`config.mk`:
```
export PLATFORM = sky130hd
export DESIGN_NAME = lidar_frame_deframer_crc8_core
export DESIGN_NICKNAME = d
export VERILOG_FILES = /design/src/rtl/ldfd_pkg.sv /design/src/rtl/ldfd_front.sv /design/src/rtl/ldfd_buffer.sv /design/src/rtl/ldfd_back.sv /design/src/rtl/lidar_frame_deframer_crc8_core.sv
export SDC_FILE = /design/constraint.sdc
export NUM_CORES = 1
export LEC_CHECK = 0
export BUFFER_PORTS_ARGS = -buffer_cell sky130_fd_sc_hd__buf_2
export CORE_ASPECT_RATIO = 0.9
export CORE_MARGIN = 2
export CORE_UTILIZATION = 60
export CTS_CLUSTER_SIZE = 25
export DETAILED_ROUTE_END_ITERATION = 10
export PLACE_DENSITY = 0.77
export REMOVE_ABC_BUFFERS = 1
export SLEW_MARGIN = 25
export SYNTH_ARGS = -nofsm -noshare
export SYNTH_HDL_FRONTEND = slang
export SYNTH_SLANG_ARGS = --single-unit
```
`constraint.sdc`:
```
create_clock -name clk_i -period 5.2 [get_ports clk_i]
set_input_delay 1.04 -clock clk_i [delete_from_list [all_inputs] [get_ports clk_i]]
set_output_delay 1.04 -clock clk_i [all_outputs]
set_load 0.01 [all_outputs]
```
`src/rtl/ldfd_pkg.sv`:
```
// Shared constants, types and the CRC-8 step for the range-sensor frame deframer.
package ldfd_pkg;

  // Sync pair and CRC polynomial
  localparam logic [7:0] SYNC_FIRST  = 8'h54;
  localparam logic [7:0] SYNC_SECOND = 8'h2C;
  localparam logic [7:0] CRC_POLY    = 8'h4D;

  // Point store entry: distance in the upper bits, intensity in the lower
  localparam int unsigned PT_W = 24;

  // Status codes carried on each result
  localparam logic STATUS_POINT = 1'b0;
  localparam logic STATUS_BAD   = 1'b1;

  // Per-frame fields handed from the parser to the result stage
  typedef struct packed {
    logic        bad;
    logic [15:0] speed;
    logic [15:0] angle_start;
    logic [15:0] angle_end;
    logic [15:0] stamp;
    logic [7:0]  crc_rx;
    logic [7:0]  crc_calc;
  } desc_t;

  // One CRC-8 update, MSB first, no reflection
  function automatic logic [7:0] crc8_step(input logic [7:0] crc, input logic [7:0] b);
    logic [7:0] c;
    c = crc ^ b;
    for (int k = 0; k < 8; k++) begin
      if (c[7]) begin
        c = (c << 1) ^ CRC_POLY;
      end else begin
        c = c << 1;
      end
    end
    return c;
  endfunction

  // Running CRC once both sync bytes are in
  localparam logic [7:0] SYNC_CRC = crc8_step(crc8_step(8'h00, SYNC_FIRST), SYNC_SECOND);

endpackage

```
`src/rtl/ldfd_front.sv`:
```
// Byte parser: sync hunt, running CRC, field capture and point writes.
module ldfd_front import ldfd_pkg::*; #(
  parameter int unsigned POINTS_PER_FRAME = 12,
  parameter int unsigned IDX_W = 4
) (
  input  logic             clk_i,
  input  logic             rst_ni,
  input  logic             fire_i,
  input  logic [7:0]       rx_byte_i,
  // point store write
  output logic             pt_we_o,
  output logic [IDX_W-1:0] pt_idx_o,
  output logic [PT_W-1:0]  pt_data_o,
  // frame descriptor push
  output logic             push_o,
  output desc_t            desc_o
);

  localparam int unsigned FRAME_LEN = 11 + 3 * POINTS_PER_FRAME;
  localparam int unsigned POS_W     = $clog2(FRAME_LEN);

  localparam logic [POS_W-1:0] POS_SPEED_LO = POS_W'(2);
  localparam logic [POS_W-1:0] POS_SPEED_HI = POS_W'(3);
  localparam logic [POS_W-1:0] POS_A0_LO    = POS_W'(4);
  localparam logic [POS_W-1:0] POS_A0_HI    = POS_W'(5);
  localparam logic [POS_W-1:0] POS_A1_LO    = POS_W'(6 + 3 * POINTS_PER_FRAME);
  localparam logic [POS_W-1:0] POS_A1_HI    = POS_W'(7 + 3 * POINTS_PER_FRAME);
  localparam logic [POS_W-1:0] POS_TS_LO    = POS_W'(8 + 3 * POINTS_PER_FRAME);
  localparam logic [POS_W-1:0] POS_TS_HI    = POS_W'(9 + 3 * POINTS_PER_FRAME);
  localparam logic [POS_W-1:0] POS_CRC      = POS_W'(FRAME_LEN - 1);

  // Phase within a point: distance low, distance high, intensity
  localparam logic [1:0] PH_DLO = 2'd0;
  localparam logic [1:0] PH_DHI = 2'd1;
  localparam logic [1:0] PH_INT = 2'd2;

  typedef enum logic [1:0] {
    ST_HUNT = 2'b01,
    ST_BODY = 2'b10
  } front_state_e;

  front_state_e     state_q, state_d;
  logic             hdr_q, hdr_d;
  logic [POS_W-1:0] pos_q, pos_d;
  logic [7:0]       crc_q, crc_d;
  logic [1:0]       ph_q, ph_d;
  logic [IDX_W-1:0] pidx_q, pidx_d;
  logic [7:0]       lo_q;
  logic [15:0]      dist_q, speed_q, a0_q, a1_q, ts_q;

  // Control path
  always_comb begin
    state_d = state_q;
    hdr_d   = hdr_q;
    pos_d   = pos_q;
    crc_d   = crc_q;
    ph_d    = ph_q;
    pidx_d  = pidx_q;
    pt_we_o = 1'b0;
    push_o  = 1'b0;
    if (fire_i) begin
      unique case (state_q)
        ST_HUNT: begin
          if (hdr_q && (rx_byte_i == SYNC_SECOND)) begin
            state_d = ST_BODY;
            pos_d   = POS_SPEED_LO;
            crc_d   = SYNC_CRC;
            hdr_d   = 1'b0;
            ph_d    = PH_DLO;
            pidx_d  = '0;
          end else begin
            hdr_d = (rx_byte_i == SYNC_FIRST);
          end
        end
        ST_BODY: begin
          if (pos_q == POS_CRC) begin
            push_o  = 1'b1;
            state_d = ST_HUNT;
            pos_d   = '0;
            hdr_d   = 1'b0;
            crc_d   = '0;
          end else begin
            crc_d = crc8_step(crc_q, rx_byte_i);
            pos_d = pos_q + POS_W'(1);
            if ((pos_q != POS_SPEED_LO) && (pos_q != POS_SPEED_HI) &&
                (pos_q != POS_A0_LO) && (pos_q != POS_A0_HI) &&
                (pos_q != POS_A1_LO) && (pos_q != POS_A1_HI) &&
                (pos_q != POS_TS_LO) && (pos_q != POS_TS_HI)) begin
              // point region
              if (ph_q == PH_INT) begin
                pt_we_o = 1'b1;
                ph_d    = PH_DLO;
                pidx_d  = pidx_q + IDX_W'(1);
              end else begin
                ph_d = ph_q + 2'd1;
              end
            end
          end
        end
        default: begin
          state_d = ST_HUNT;
        end
      endcase
    end
  end

  always_ff @(posedge clk_i or negedge rst_ni) begin
    if (!rst_ni) begin
      state_q <= ST_HUNT;
      hdr_q   <= 1'b0;
      pos_q   <= '0;
      crc_q   <= '0;
      ph_q    <= PH_DLO;
      pidx_q  <= '0;
    end else begin
      state_q <= state_d;
      hdr_q   <= hdr_d;
      pos_q   <= pos_d;
      crc_q   <= crc_d;
      ph_q    <= ph_d;
      pidx_q  <= pidx_d;
    end
  end

  // Field capture: low byte always latched, words completed on the high byte
  always_ff @(posedge clk_i) begin
    if (fire_i && (state_q == ST_BODY)) begin
      lo_q <= rx_byte_i;
      if (pos_q == POS_SPEED_HI) speed_q <= {rx_byte_i, lo_q};
      if (pos_q == POS_A0_HI)    a0_q    <= {rx_byte_i, lo_q};
      if (pos_q == POS_A1_HI)    a1_q    <= {rx_byte_i, lo_q};
      if (pos_q == POS_TS_HI)    ts_q    <= {rx_byte_i, lo_q};
      if (ph_q == PH_DHI)        dist_q  <= {rx_byte_i, lo_q};
    end
  end

  assign pt_idx_o  = pidx_q;
  assign pt_data_o = {dist_q, rx_byte_i};

  // Descriptor on the CRC byte
  always_comb begin
    desc_o.bad         = (rx_byte_i != crc_q);
    desc_o.speed       = speed_q;
    desc_o.angle_start = a0_q;
    desc_o.angle_end   = a1_q;
    desc_o.stamp       = ts_q;
    desc_o.crc_rx      = rx_byte_i;
    desc_o.crc_calc    = crc_q;
  end

endmodule

```
`src/rtl/ldfd_buffer.sv`:
```
// Two-slot frame queue: descriptors plus a banked point store, one bank per slot.
module ldfd_buffer import ldfd_pkg::*; #(
  parameter int unsigned POINTS_PER_FRAME = 12,
  parameter int unsigned IDX_W = 4
) (
  input  logic             clk_i,
  input  logic             rst_ni,
  // parser side
  input  logic             pt_we_i,
  input  logic [IDX_W-1:0] pt_widx_i,
  input  logic [PT_W-1:0]  pt_wdata_i,
  input  logic             push_i,
  input  desc_t            desc_i,
  output logic             full_o,
  // result side
  output logic             empty_o,
  output desc_t            head_o,
  input  logic             pop_i,
  input  logic             rd_en_i,
  input  logic [IDX_W-1:0] rd_idx_i,
  output logic [PT_W-1:0]  rd_data_o
);

  localparam int unsigned DEPTH = 2 * POINTS_PER_FRAME;
  localparam int unsigned AW    = $clog2(DEPTH);

  logic [PT_W-1:0] mem_q [DEPTH];
  desc_t           desc_q [2];
  logic            wr_ptr_q, rd_ptr_q;
  logic [1:0]      cnt_q;
  logic [AW-1:0]   waddr, raddr;

  assign full_o  = (cnt_q == 2'd2);
  assign empty_o = (cnt_q == 2'd0);
  assign head_o  = desc_q[rd_ptr_q];

  // Bank select: slot one sits above the first frame's points
  assign waddr = wr_ptr_q ? AW'(POINTS_PER_FRAME) + AW'(pt_widx_i) : AW'(pt_widx_i);
  assign raddr = rd_ptr_q ? AW'(POINTS_PER_FRAME) + AW'(rd_idx_i) : AW'(rd_idx_i);

  // Point store, registered read
  always_ff @(posedge clk_i) begin
    if (pt_we_i) begin
      mem_q[waddr] <= pt_wdata_i;
    end
    if (rd_en_i) begin
      rd_data_o <= mem_q[raddr];
    end
  end

  always_ff @(posedge clk_i) begin
    if (push_i) begin
      desc_q[wr_ptr_q] <= desc_i;
    end
  end

  // Slot pointers and fill level
  always_ff @(posedge clk_i or negedge rst_ni) begin
    if (!rst_ni) begin
      wr_ptr_q <= 1'b0;
      rd_ptr_q <= 1'b0;
      cnt_q    <= 2'd0;
    end else begin
      if (push_i) wr_ptr_q <= ~wr_ptr_q;
      if (pop_i)  rd_ptr_q <= ~rd_ptr_q;
      if (push_i && !pop_i) begin
        cnt_q <= cnt_q + 2'd1;
      end else if (pop_i && !push_i) begin
        cnt_q <= cnt_q - 2'd1;
      end
    end
  end

endmodule

```
`src/rtl/ldfd_back.sv`:
```
// Result sequencer: walks the head frame's points through a read stage and an output register.
module ldfd_back import ldfd_pkg::*; #(
  parameter int unsigned POINTS_PER_FRAME = 12,
  parameter int unsigned IDX_W = 4
) (
  input  logic             clk_i,
  input  logic             rst_ni,
  // queue side
  input  logic             empty_i,
  input  desc_t            head_i,
  output logic             pop_o,
  output logic             rd_en_o,
  output logic [IDX_W-1:0] rd_idx_o,
  input  logic [PT_W-1:0]  rd_data_i,
  // result channel
  output logic             out_valid_o,
  input  logic             out_ready_i,
  output logic             status_o,
  output logic [3:0]       point_index_o,
  output logic [15:0]      distance_o,
  output logic [7:0]       intensity_o,
  output logic [15:0]      rotation_speed_o,
  output logic [15:0]      first_angle_o,
  output logic [15:0]      final_angle_o,
  output logic [15:0]      stamp_o,
  output logic [7:0]       crc_received_o,
  output logic [7:0]       crc_computed_o,
  output logic             last_o
);

  localparam logic [IDX_W-1:0] LAST_IDX = IDX_W'(POINTS_PER_FRAME - 1);

  logic             s1_valid_q, s2_valid_q;
  desc_t            s1_desc_q;
  logic [3:0]       s1_idx_q;
  logic             s1_last_q;
  logic [IDX_W-1:0] pt_q;
  logic             s2_adv, issue, issue_last;

  // Stage movement
  assign s2_adv     = !s2_valid_q || out_ready_i;
  assign issue      = !empty_i && (!s1_valid_q || s2_adv);
  assign issue_last = head_i.bad || (pt_q == LAST_IDX);
  assign pop_o      = issue && issue_last;
  assign rd_en_o    = issue;
  assign rd_idx_o   = pt_q;

  always_ff @(posedge clk_i or negedge rst_ni) begin
    if (!rst_ni) begin
      s1_valid_q <= 1'b0;
      s2_valid_q <= 1'b0;
      pt_q       <= '0;
    end else begin
      if (issue) begin
        s1_valid_q <= 1'b1;
        pt_q       <= issue_last ? '0 : pt_q + IDX_W'(1);
      end else if (s2_adv) begin
        s1_valid_q <= 1'b0;
      end
      if (s2_adv) begin
        s2_valid_q <= s1_valid_q;
      end
    end
  end

  // Read stage payload
  always_ff @(posedge clk_i) begin
    if (issue) begin
      s1_desc_q <= head_i;
      s1_idx_q  <= head_i.bad ? 4'd0 : 4'(pt_q);
      s1_last_q <= issue_last;
    end
  end

  // Output register
  always_ff @(posedge clk_i) begin
    if (s2_adv && s1_valid_q) begin
      status_o         <= s1_desc_q.bad ? STATUS_BAD : STATUS_POINT;
      point_index_o    <= s1_idx_q;
      distance_o       <= s1_desc_q.bad ? 16'd0 : rd_data_i[PT_W-1:8];
      intensity_o      <= s1_desc_q.bad ? 8'd0 : rd_data_i[7:0];
      rotation_speed_o <= s1_desc_q.speed;
      first_angle_o    <= s1_desc_q.angle_start;
      final_angle_o    <= s1_desc_q.angle_end;
      stamp_o          <= s1_desc_q.stamp;
      crc_received_o   <= s1_desc_q.crc_rx;
      crc_computed_o   <= s1_desc_q.crc_calc;
      last_o           <= s1_last_q;
    end
  end

  assign out_valid_o = s2_valid_q;

endmodule

```
`src/rtl/lidar_frame_deframer_crc8_core.sv`:
```
// Top level of the range-sensor frame deframer with CRC-8 check.
//
//   channel | direction | handshake               | payload
//   --------+-----------+-------------------------+------------------------------------
//   input   | in        | in_valid_i / in_ready_o | rx_byte_i
//   result  | out       | out_valid_o/out_ready_i | status_o .. last_o (11 fields)
//
// One byte is taken per cycle while a frame slot is free; the parser works one byte a cycle
// through its position counter and CRC register. A good frame yields POINTS_PER_FRAME results,
// one per cycle while the receiver is ready, from the point store; a bad frame yields one.
// A request is refused only while both frame slots hold undrained frames.
// After the CRC byte, the frame is queued, then read through the read stage and output register.
// Reset empties the queue and restarts the sync hunt; no clearing pass.
module lidar_frame_deframer_crc8_core import ldfd_pkg::*; #(
  parameter int unsigned POINTS_PER_FRAME = 12
) (
  input  logic        clk_i,
  input  logic        rst_ni,
  input  logic        in_valid_i,
  output logic        in_ready_o,
  input  logic [7:0]  rx_byte_i,
  output logic        out_valid_o,
  input  logic        out_ready_i,
  output logic        status_o,
  output logic [3:0]  point_index_o,
  output logic [15:0] distance_o,
  output logic [7:0]  intensity_o,
  output logic [15:0] rotation_speed_o,
  output logic [15:0] first_angle_o,
  output logic [15:0] final_angle_o,
  output logic [15:0] stamp_o,
  output logic [7:0]  crc_received_o,
  output logic [7:0]  crc_computed_o,
  output logic        last_o
);

  localparam int unsigned IDX_W = (POINTS_PER_FRAME > 1) ? $clog2(POINTS_PER_FRAME) : 1;

  logic             fire, full, empty, push, pop, pt_we, rd_en;
  logic [IDX_W-1:0] pt_widx, rd_idx;
  logic [PT_W-1:0]  pt_wdata, rd_data;
  desc_t            desc, head;

  assign in_ready_o = !full;
  assign fire       = in_valid_i && in_ready_o;

  ldfd_front #(
    .POINTS_PER_FRAME(POINTS_PER_FRAME),
    .IDX_W           (IDX_W)
  ) u_front (
    .clk_i    (clk_i),
    .rst_ni   (rst_ni),
    .fire_i   (fire),
    .rx_byte_i(rx_byte_i),
    .pt_we_o  (pt_we),
    .pt_idx_o (pt_widx),
    .pt_data_o(pt_wdata),
    .push_o   (push),
    .desc_o   (desc)
  );

  ldfd_buffer #(
    .POINTS_PER_FRAME(POINTS_PER_FRAME),
    .IDX_W           (IDX_W)
  ) u_buffer (
    .clk_i     (clk_i),
    .rst_ni    (rst_ni),
    .pt_we_i   (pt_we),
    .pt_widx_i (pt_widx),
    .pt_wdata_i(pt_wdata),
    .push_i    (push),
    .desc_i    (desc),
    .full_o    (full),
    .empty_o   (empty),
    .head_o    (head),
    .pop_i     (pop),
    .rd_en_i   (rd_en),
    .rd_idx_i  (rd_idx),
    .rd_data_o (rd_data)
  );

  ldfd_back #(
    .POINTS_PER_FRAME(POINTS_PER_FRAME),
    .IDX_W           (IDX_W)
  ) u_back (
    .clk_i           (clk_i),
    .rst_ni          (rst_ni),
    .empty_i         (empty),
    .head_i          (head),
    .pop_o           (pop),
    .rd_en_o         (rd_en),
    .rd_idx_o        (rd_idx),
    .rd_data_i       (rd_data),
    .out_valid_o     (out_valid_o),
    .out_ready_i     (out_ready_i),
    .status_o        (status_o),
    .point_index_o   (point_index_o),
    .distance_o      (distance_o),
    .intensity_o     (intensity_o),
    .rotation_speed_o(rotation_speed_o),
    .first_angle_o   (first_angle_o),
    .final_angle_o   (final_angle_o),
    .stamp_o         (stamp_o),
    .crc_received_o  (crc_received_o),
    .crc_computed_o  (crc_computed_o),
    .last_o          (last_o)
  );

endmodule

```
# Word-level counts from Yosys, hierarchy flattened

Memory sizes are Yosys's and may differ from the RTL's. A register that Yosys moved wholly into a read port is not among the register bits.
Cells that the tools add are included.

Input bits: 12
Word-level logic and storage cells: 195
Output and inout bits: 112
Register bits: 317
Bits in writable memories: 738
Memories: 2

Reduce and logical (&&, ||, !) cells: 38
$add $sub $neg: 8
Multiplexer cells: 71
Equality and inequality tests: 27
Bitwise logic cells: 11

Memories:

| name            | words | width | rd ports | clocked after Yosys merged registers in | write ports | line              | text |
|---|---|---|---|---|---|---|---|
| u_buffer.mem_q  | 24    | 24    | 1        | 1                                       | 1           | ldfd_buffer.sv:27 | `logic [PT_W-1:0] mem_q [DEPTH];` |
| u_buffer.desc_q | 2     | 81    | 1        | 0                                       | 1           | ldfd_buffer.sv:28 | `desc_t desc_q [2];` |

Operator list:

| operator                                                        | number |
|---|---|
| 8-bit two-way mux                                               | 23 |
| 7-bit two-way mux                                               | 8 |
| 4-bit NOT                                                       | 8 |
| 6-bit != test, second input constant                            | 4 |
| 4-bit two-way mux                                               | 5 |
| 6-bit == test, second input constant                            | 3 |
| 1-bit two-way mux                                               | 17 |
| 2-bit two-way mux                                               | 8 |
| 8-bit one-hot mux with 2 select lines                           | 1 |
| 1-bit logical AND                                               | 15 |
| 6-bit two-way mux                                               | 2 |
| 6-bit by 2-bit != test with 1-bit output, second input constant | 2 |
| 6-bit by 3-bit != test with 1-bit output, second input constant | 2 |
| 6-bit one-hot mux with 2 select lines                           | 1 |
| 4-bit by 4-bit adder with 5-bit output, first input constant    | 2 |
| 5-bit two-way mux                                               | 2 |
| 2-bit AND reduction                                             | 5 |
| 3-bit AND reduction                                             | 3 |
| 4-bit by 1-bit adder with 4-bit output, second input constant   | 2 |
| 8-bit by 6-bit == test with 1-bit output, second input constant | 1 |
| 8-bit by 7-bit == test with 1-bit output, second input constant | 1 |
| 2-bit by 1-bit != test with 1-bit output, second input constant | 4 |
| 8-bit != test                                                   | 1 |
| 2-bit one-hot mux with 2 select lines                           | 2 |
| other kinds (19)                                                | 33 |

# Logic depth before layout (Yosys ltp)

Gate-level depths: netlist of run 1.

Word-level depth: 40
Mapped depth: 10
Mapped depth without buffers: 9

# Cells and area by module

Synthesis of run 1 repeated with hierarchy kept, for this count alone.

Cells, all modules: 1,823
Area total of the unflattened synthesis: 39,694.3 um^2

Modules (own cells, without submodules):

| module                         | times used | sequential area each (um^2) | area an instance (um^2) | cells each |
|---|---|---|---|---|
| ldfd_buffer                    | 1          | 22,982.0                    | 28,866.4                | 1,285 |
| ldfd_back                      | 1          | 6,035.8                     | 6,397.4                 | 259 |
| ldfd_front                     | 1          | 3,219.3                     | 4,420.5                 | 277 |
| lidar_frame_deframer_crc8_core | 1          | 0.0                         | 10.0                    | 2 |

# Least setup slack after synthesis of run 1

Ideal clock, no wire load.

Kind: in2reg
From: input out_ready_i
To: register u_buffer.cnt_q[1]
Required time: 5.121 ns
Path buffers: 0
Slack: 0.594 ns
Library setup time: 0.079 ns
Arrival time: 4.527 ns
Stages on the path: 8
Path through: nand3b_1 o21ai_0 inv_1 nand2_1 ha_1 xor2_1 nor2_1 xor2_1

Cells in the longest elaborated chain, start to end: 7
Elaborated cells between the ends (all ways): 9
Those cells by class: 1 x mux; 8 x reduce/logical

Ends and longest elaborated chain:

| element                                                        | line                                 | text |
|---|---|---|
| from (decl)                                                    | lidar_frame_deframer_crc8_core.sv:23 | `input logic out_ready_i,` |
| 1-bit logical OR (*)                                           | ldfd_back.sv:41                      | `assign s2_adv = !s2_valid_q \|\| out_ready_i;` |
| 1-bit logical OR (*)                                           | ldfd_back.sv:42                      | `assign issue = !empty_i && (!s1_valid_q \|\| s2_adv);` |
| 1-bit logical AND (*)                                          | ldfd_back.sv:42                      |  |
| named net rd_en                                                | lidar_frame_deframer_crc8_core.sv:39 | `logic fire, full, empty, push, pop, pt_we, rd_en;` |
| 1-bit logical AND (*)                                          | ldfd_back.sv:44                      | `assign pop_o = issue && issue_last;` |
| 1-bit logical NOT                                              | ldfd_buffer.sv:66                    | `if (push_i && !pop_i) begin` |
| 1-bit logical AND                                              | ldfd_buffer.sv:66                    |  |
| 2-bit two-way mux / 2-bit nonzero test (equally long branches) | n/a                                  |  |
| to (signal assigned)                                           | ldfd_buffer.sv:67                    | `cnt_q <= cnt_q + 2'd1;` |
| to (signal assigned)                                           | ldfd_buffer.sv:69                    | `cnt_q <= cnt_q - 2'd1;` |
| to (decl)                                                      | ldfd_buffer.sv:30                    | `logic [1:0] cnt_q;` |

The timed path passes the listed nets; every way through them passes the cells marked *.
A chain may end at the register's enable or synchronous reset.

# Worst setup path after layout of run 1

From: register u_front.state_q[0]
To: memory u_buffer.mem_q[1][3] (enable)

Cells in the longest elaborated chain, start to end: 5

Ends and longest elaborated chain:

| element                                 | line              | text |
|---|---|---|
| from (decl)                             | ldfd_front.sv:42  | `front_state_e state_q, state_d;` |
| from (signal assigned)                  | ldfd_front.sv:116 | `state_q <= state_d;` |
| 2-bit == test                           | ldfd_front.sv:62  | `unique case (state_q)` |
| 1-bit two-way mux                       | ldfd_front.sv:62  |  |
| 1-bit two-way mux                       | ldfd_front.sv:61  | `if (fire_i) begin` |
| 1-bit two-way mux                       | ldfd_buffer.sv:43 | `if (pt_we_i) begin` |
| 1-bit two-way mux (implied by the code) | ldfd_buffer.sv:44 | `mem_q[waddr] <= pt_wdata_i;` |
| to (decl)                               | ldfd_buffer.sv:27 |  |

No other way between the ends.

==> run summary, run 1 <==
detailed-route wire length per cell = 27.4 µm
Avg Cell Area, Syn = 22.2 µm²
CP startpoint = u_front.state_q[0]
final setup fails = 0
placed cell area = 41600 µm²
EDFF count, synth = 1046
register area share after synthesis = 81.5%
crit share post-route = 68.4%
worst-margin pin slew = 1.07 ns
Crit Path Max Fanout = 16
Sequential Area = 32200 µm²
first drt pass iteration count = 5
WL final = 80600 µm
Non-Filler Instances = 2937
RSZ-0062 raised after global routing = no
post-synthesis async set-or-reset flop share = 3.06%
antenna violations before repair = 1
CP Class = register to register
Num CTS Buffers = 100
commonest non-fill, non-tap cell in the layout = edfxtp_1
Starting Density = 60.5%
Warnings, synthesis = 0
std cell rows = 89
Area Growth Syn to Fin = 13.6%
total grt overflow = 0
Chip Height = 248 µm
DIE AREA = 68000 µm²
min Tclk post-route = 3.56 ns
final net count = 2018
CP Data Arrival Time = 3.88 ns
root buffer cell = clkbuf_16
global-route wire length before repair = 120000 µm
Top FF cell, synth = edfxtp_1
Cell Area, Synth = 39600 µm²
Clock Sinks = 1079
Core Region = 65400 µm²
Clock transition at path regs = 0.06 ns
largest net degree at the start of global routing = 113
chip width = 275 µm
DRT antenna net count = 0
WP data required = 5.52 ns
crit end category = register
Setup WS pre-CTS = 1.32 ns
area occupied by multi-input gates = 7090 µm²
Post-route DRC = 0
Skew-Pair Late Insertion Delay = 0.68 ns
design area = 44900 µm²
Final Max Tran Viols = 0
placed cells = 2753
Worst R2R Start = u_front.state_q[0]
crit path launch type = register
gr usage total = 24.3%
cts hold-fix bufs = 0
DRT iter0 DRCs = 2091
Peak Freq = 281 MHz
I/O Pins = 124
GP Congestion = 0.805
worst clock skew = 0.0617 ns
hold path start = u_back.s1_desc_q[15]
share of cells above drive strength 1 = 29.8%
TritonCTS clock tree = built
Via Count = 18300
status = completed
Power per Cell Area = 396 nW/µm²
max cap viols = 0
FF+latch count, synth = 1079
maximum VDD drop = 0.375 mV
fillcell total = 3764
number of diodes = 0
Buffers on Ports = 123
Layout Utilization = 68.7%
Post-DP HPWL = 43800 µm
vias in the first global route = 18800
Post-Syn Instances = 1778
Leak = 14.2 nW
worst setup margin = 1.64 ns
Max Buffers Root-to-Sink = 3
most frequent cells in the layout = edfxtp_1, mux4_2, buf_2, mux2_2, clkbuf_16
H-Tree Depth = 3
Min-Delay Path Class = register to register
Vias/cell = 6.22
post-CTS resize count = 0
Hold Vio Cnt, Final = 0
Max-slew headroom = 28.4%
Unique masters post-synth = 57
Post-CTS Setup Inserts = 0
==> through the flow <==
stage	TNS, ns	hold WS [ns]	power (W)
final	0	0.364	0.0178
after global routing	0	0.373	0.0183
after CTS	0	0.353	0.0179
after detailed placement	0	0.405	0.0106
after global placement	0	0.401	0.0105
after floorplan	-67.06	0.400	0.0103
==> worst max-delay path, cell delays in order, from the launching register on <==
cell and delay (ns):
dfstp_2 0.37, inv_1 0.08, ha_1 0.55, o21ai_1 0.39, nor4_2 0.58, nand2_1 0.37
nor2_2 0.54, buf_4 0.35
==> cell families after synthesis <==
kind of cell / after synthesis / share of synthesized area (%)
mux: 303 / 12.6
fa+ha+maj: 15 / 0.475
flops: 1079 / 81.5
xor+xnor: 33 / 0.838
simple gates: 176 / 2.24
buf+inv: 84 / 0.860
compound gates: 88 / 1.52
==> final timing paths <==
| path | end | slack (ns) | cells after the start |
|---|---|---|---|
| max | u_buffer.mem_q[1][3] | 1.64 | 7 |
| min | u_back.crc_received_o[7] | 0.36 | 0 |
| max reg2reg | u_buffer.mem_q[1][3] | 1.64 | 7 |
| min reg2reg | u_back.crc_received_o[7] | 0.36 | 0 |
| min in group asynchronous | u_back.rd_idx_o[3] | 0.46 | 1 |
| max in group asynchronous | u_back.rd_idx_o[0] | 4.12 | 1 |
==> report_power, final <==
part	total [W]	switching, W	internal [W]
logic	0.000754	0.000459	0.000294
registers	0.00967	0.000123	0.00955
clock network	0.00738	0.00316	0.00422
==> state kept, by name, summed over array words and instances, names as in the netlist, 24 cells and up <==
signal and cells:
u_back.s1_desc_q 81, u_buffer.rd_data_o 24, u_buffer.desc_q 162, u_buffer.mem_q 576
==> area by class of cell <==
class                   instances  area share [%]
flip-flops and latches       1079            71.8
multi-input cells             615            15.8
clock buffers                 139            6.12
repair buffers                179            2.45
well taps                     864            2.41
clock inverters                45            1.31
inverters                      16           0.139
==> synthesized netlist by cell type, types with 2 or more instances <==
| library cell | n | share of area, % |
|---|---|---|
| edfxtp_1 | 1046 | 79 |
| mux4_2 | 144 | 8.2 |
| mux2_2 | 107 | 3.0 |
| nand2_1 | 56 | 0.53 |
| mux2i_1 | 52 | 1.3 |
| clkbuf_1 | 43 | 0.41 |
| nor2_1 | 41 | 0.39 |
| o21ai_0 | 34 | 0.43 |
| dfrtp_1 | 32 | 2.0 |
| o211ai_1 | 29 | 0.55 |
| nor2b_1 | 26 | 0.41 |
| buf_2 | 20 | 0.25 |
| xnor2_1 | 19 | 0.42 |
| inv_1 | 16 | 0.15 |
| ha_1 | 15 | 0.47 |
| xor2_1 | 11 | 0.24 |
| nand3_1 | 8 | 0.10 |
| nand2b_1 | 7 | 0.11 |
| o31ai_1 | 6 | 0.11 |
| and2_1 | 5 | 0.079 |
| buf_1 | 5 | 0.047 |
| nor3_1 | 5 | 0.063 |
| or3_1 | 4 | 0.063 |
| a21oi_1 | 3 | 0.038 |
| a31oi_1 | 3 | 0.047 |
| nand4_1 | 3 | 0.047 |
| and3_1 | 2 | 0.032 |
| and4_1 | 2 | 0.044 |
| nand3b_1 | 2 | 0.038 |
| nand4b_1 | 2 | 0.044 |
| nor4_1 | 2 | 0.032 |
| o21a_1 | 2 | 0.038 |
| xnor3_1 | 2 | 0.11 |
==> layer usage <==
layer	track usage, %	wire length (µm)	part of all wire (%)	vias to the layer above
li1	-	-	-	7660
met1	33.9	32100	40	9654
met2	40.3	40900	51	812
met3	4.20	5600	6.9	148
met4	7.08	2030	2.5	0
met5	0	0	0	-
Note: power is estimated with default switching activity, not from simulation.
==> run 2, diff against run 1 <==
==> constraint.sdc (replaced) <==
create_clock -name clk_i -period 3.4 [get_ports clk_i]
set_input_delay 0.68 -clock clk_i [delete_from_list [all_inputs] [get_ports clk_i]]
set_output_delay 0.68 -clock clk_i [all_outputs]
set_load 0.01 [all_outputs]
==> run 2 against run 1 <==
Power rose by 54%. Die area unchanged. Combinational power increased by 60%. Critical endpoint is now u_buffer.mem_q[18][20]. Highest routed layer unchanged.
==> run summary, run 2 (same netlist as run 1, synthesis figures left out) <==
Clk pwr share = 41.6%
Crit Path Max Fanout = 19
Hold Vio Cnt, Final = 0
worst-margin pin slew = 0.918 ns
Power per Cell Area = 604 nW/µm²
CP Data Arrival Time = 3.36 ns
Psw = 0.00575 W
WP depth = 8
Final Max Tran Viols = 0
Post-route DRC = 0
part of the power in registers = 54.0%
placed cell area = 42000 µm²
share of cells above drive strength 1 = 30.7%
cts hold-fix bufs = 0
RSZ-0062 raised after global routing = no
crit-path cells = inv_1 > ha_1 > nor3_1 > a2111oi_0 > nor4_2 > nand2_1 > nor2_2 > buf_4
number of diodes = 0
DIE AREA = 68000 µm²
Comb power frac = 4.4%
I/O Pins = 124
final net count = 2047
CP delay by family, top = simple AND/OR/NAND/NOR gates
maximum VDD drop = 0.496 mV
Vias/cell = 6.26
Clock transition at path regs = 0.06 ns
placed cells = 2781
Leak = 14.4 nW
global-route wire length before repair = 125000 µm
CP Class = register to register
post-CTS resize count = 0
Min Hold Slack = 0.116 ns
largest net degree at the start of global routing = 71
WP data required = 3.71 ns
Chip Height = 248 µm
H-Tree Depth = 3
first drt pass iteration count = 5
path depth of the worst reg2reg path = 8
Most flops, register = u_buffer.mem_q
min Tclk post-route = 3.05 ns
chip width = 275 µm
Area Growth Syn to Fin = 14.7%
crit share post-route = 89.6%
Worst path slowest cell = nor4_2
gr usage total = 25.5%
worst clock skew = 0.0513 ns
Post-DP HPWL = 46500 µm
WL final = 84100 µm
max FFs per register = 576
root buffer cell = clkbuf_16
Skew-Pair Late Insertion Delay = 0.68 ns
TritonCTS clock tree = built
Post-CTS Setup Inserts = 0
Max-slew headroom = 38.8%
Peak Freq = 328 MHz
crit end category = register
Clock Sinks = 1079
WP buf/inv = 2
total grt overflow = 0
largest registers = u_buffer.mem_q: 576 flops, u_buffer.desc_q: 162 flops, u_back.s1_desc_q: 81 flops
crit path launch type = register
max cap viols = 0
antenna violations before repair = 0
Min-Delay Path Class = primary input to asynchronous set/reset pin
DRT antenna net count = 0
std cell rows = 89
Via Count = 18600
most frequent cells in the layout = edfxtp_1, mux4_2, buf_2, mux2_2, clkbuf_16
Layout Utilization = 69.4%
status = completed
commonest non-fill, non-tap cell in the layout = edfxtp_1
Max Buffers Root-to-Sink = 3
Non-Filler Instances = 2966
final setup fails = 0
DRT iter0 DRCs = 1979
switching part of the total = 21.0%
Core Region = 65400 µm²
slowest stage delay, CP = 0.53 ns
Pint = 0.0216 W
Num CTS Buffers = 101
Buffers on Ports = 123
Starting Density = 60.5%
design area = 45300 µm²
vias in the first global route = 19400
detailed-route wire length per cell = 28.4 µm
GP Congestion = 0.840
-- run 2: cell types whose count changed in the layout (fill, tap and decap cells not counted), moves of 3 or more --
cell        before  now
clkinvlp_4       2    5
buf_12           5   20
inv_16           3    0
clkbuf_8        10    1
clkinv_8         0    4
buf_4           51   64
clkbuf_1        29   22
bufinv_16       10   14
clkinv_1        15   23
-- run 2: path summary, 6_finish.rpt --
check | start | end | slack, ns
min in group clk_i | out_ready_i | u_back.out_valid_o | 0.33
setup / recovery | u_front.pos_q[0] | u_buffer.mem_q[18][20] | 0.35
hold reg to reg | u_back.s1_desc_q[5] | u_back.crc_computed_o[5] | 0.39
max in group asynchronous | rst_ni | u_buffer.rd_ptr_q | 2.68
setup reg to reg | u_front.pos_q[0] | u_buffer.mem_q[18][20] | 0.35
hold / removal | rst_ni | u_back.out_valid_o | 0.12
-- run 2: cell type report --
cell class / count / area, µm²
Inverter: 16 / 62.6
Tap cell: 864 / 1080
Fill cell: 3699 / 20000
Clock buffer: 124 / 2620
Clock inverter: 61 / 746
Multi-Input combinational cell: 615 / 7090
Timing Repair Buffer: 207 / 1500
Sequential cell: 1079 / 32200
-- run 2: per-stage QoR --
stage	setup TNS (ns)	power (W)	setup slack [ns]
finish	0	0.0274	0.352
global route	0	0.0282	0.203
CTS	0	0.0275	0.123
detailed placement	0	0.0162	0.173
global placement	0	0.0162	0.235
floorplan	-297.24	0.0158	-4.06
-- run 2: metal layers --
| metal | vias to the layer above | track usage [%] | wire length [µm] |
|---|---|---|---|
| met5 | - | 0 | 0 |
| met4 | 0 | 8.50 | 2580 |
| met3 | 167 | 5.55 | 7030 |
| met2 | 956 | 41.4 | 41700 |
| met1 | 9719 | 35.1 | 32900 |
| li1 | 7727 | - | - |
-- run 2: worst reg2reg max path, delay by kind of cell (launching register included) --
kind / cells / cell delay, ns
compound gates: 1 / 0.16
flops: 1 / 0.44
buf+inv: 2 / 0.51
fa+ha+maj: 1 / 0.22
simple gates: 4 / 1.36
-- run 2: power groups by stage --
stage               logic [W]  registers [W]  clock network [W]
finish                0.00121         0.0148             0.0114
global route          0.00131         0.0148             0.0120
CTS                   0.00118         0.0148             0.0115
detailed placement    0.00116         0.0151                  0
global placement      0.00111         0.0150                  0
floorplan            0.000807         0.0150                  0
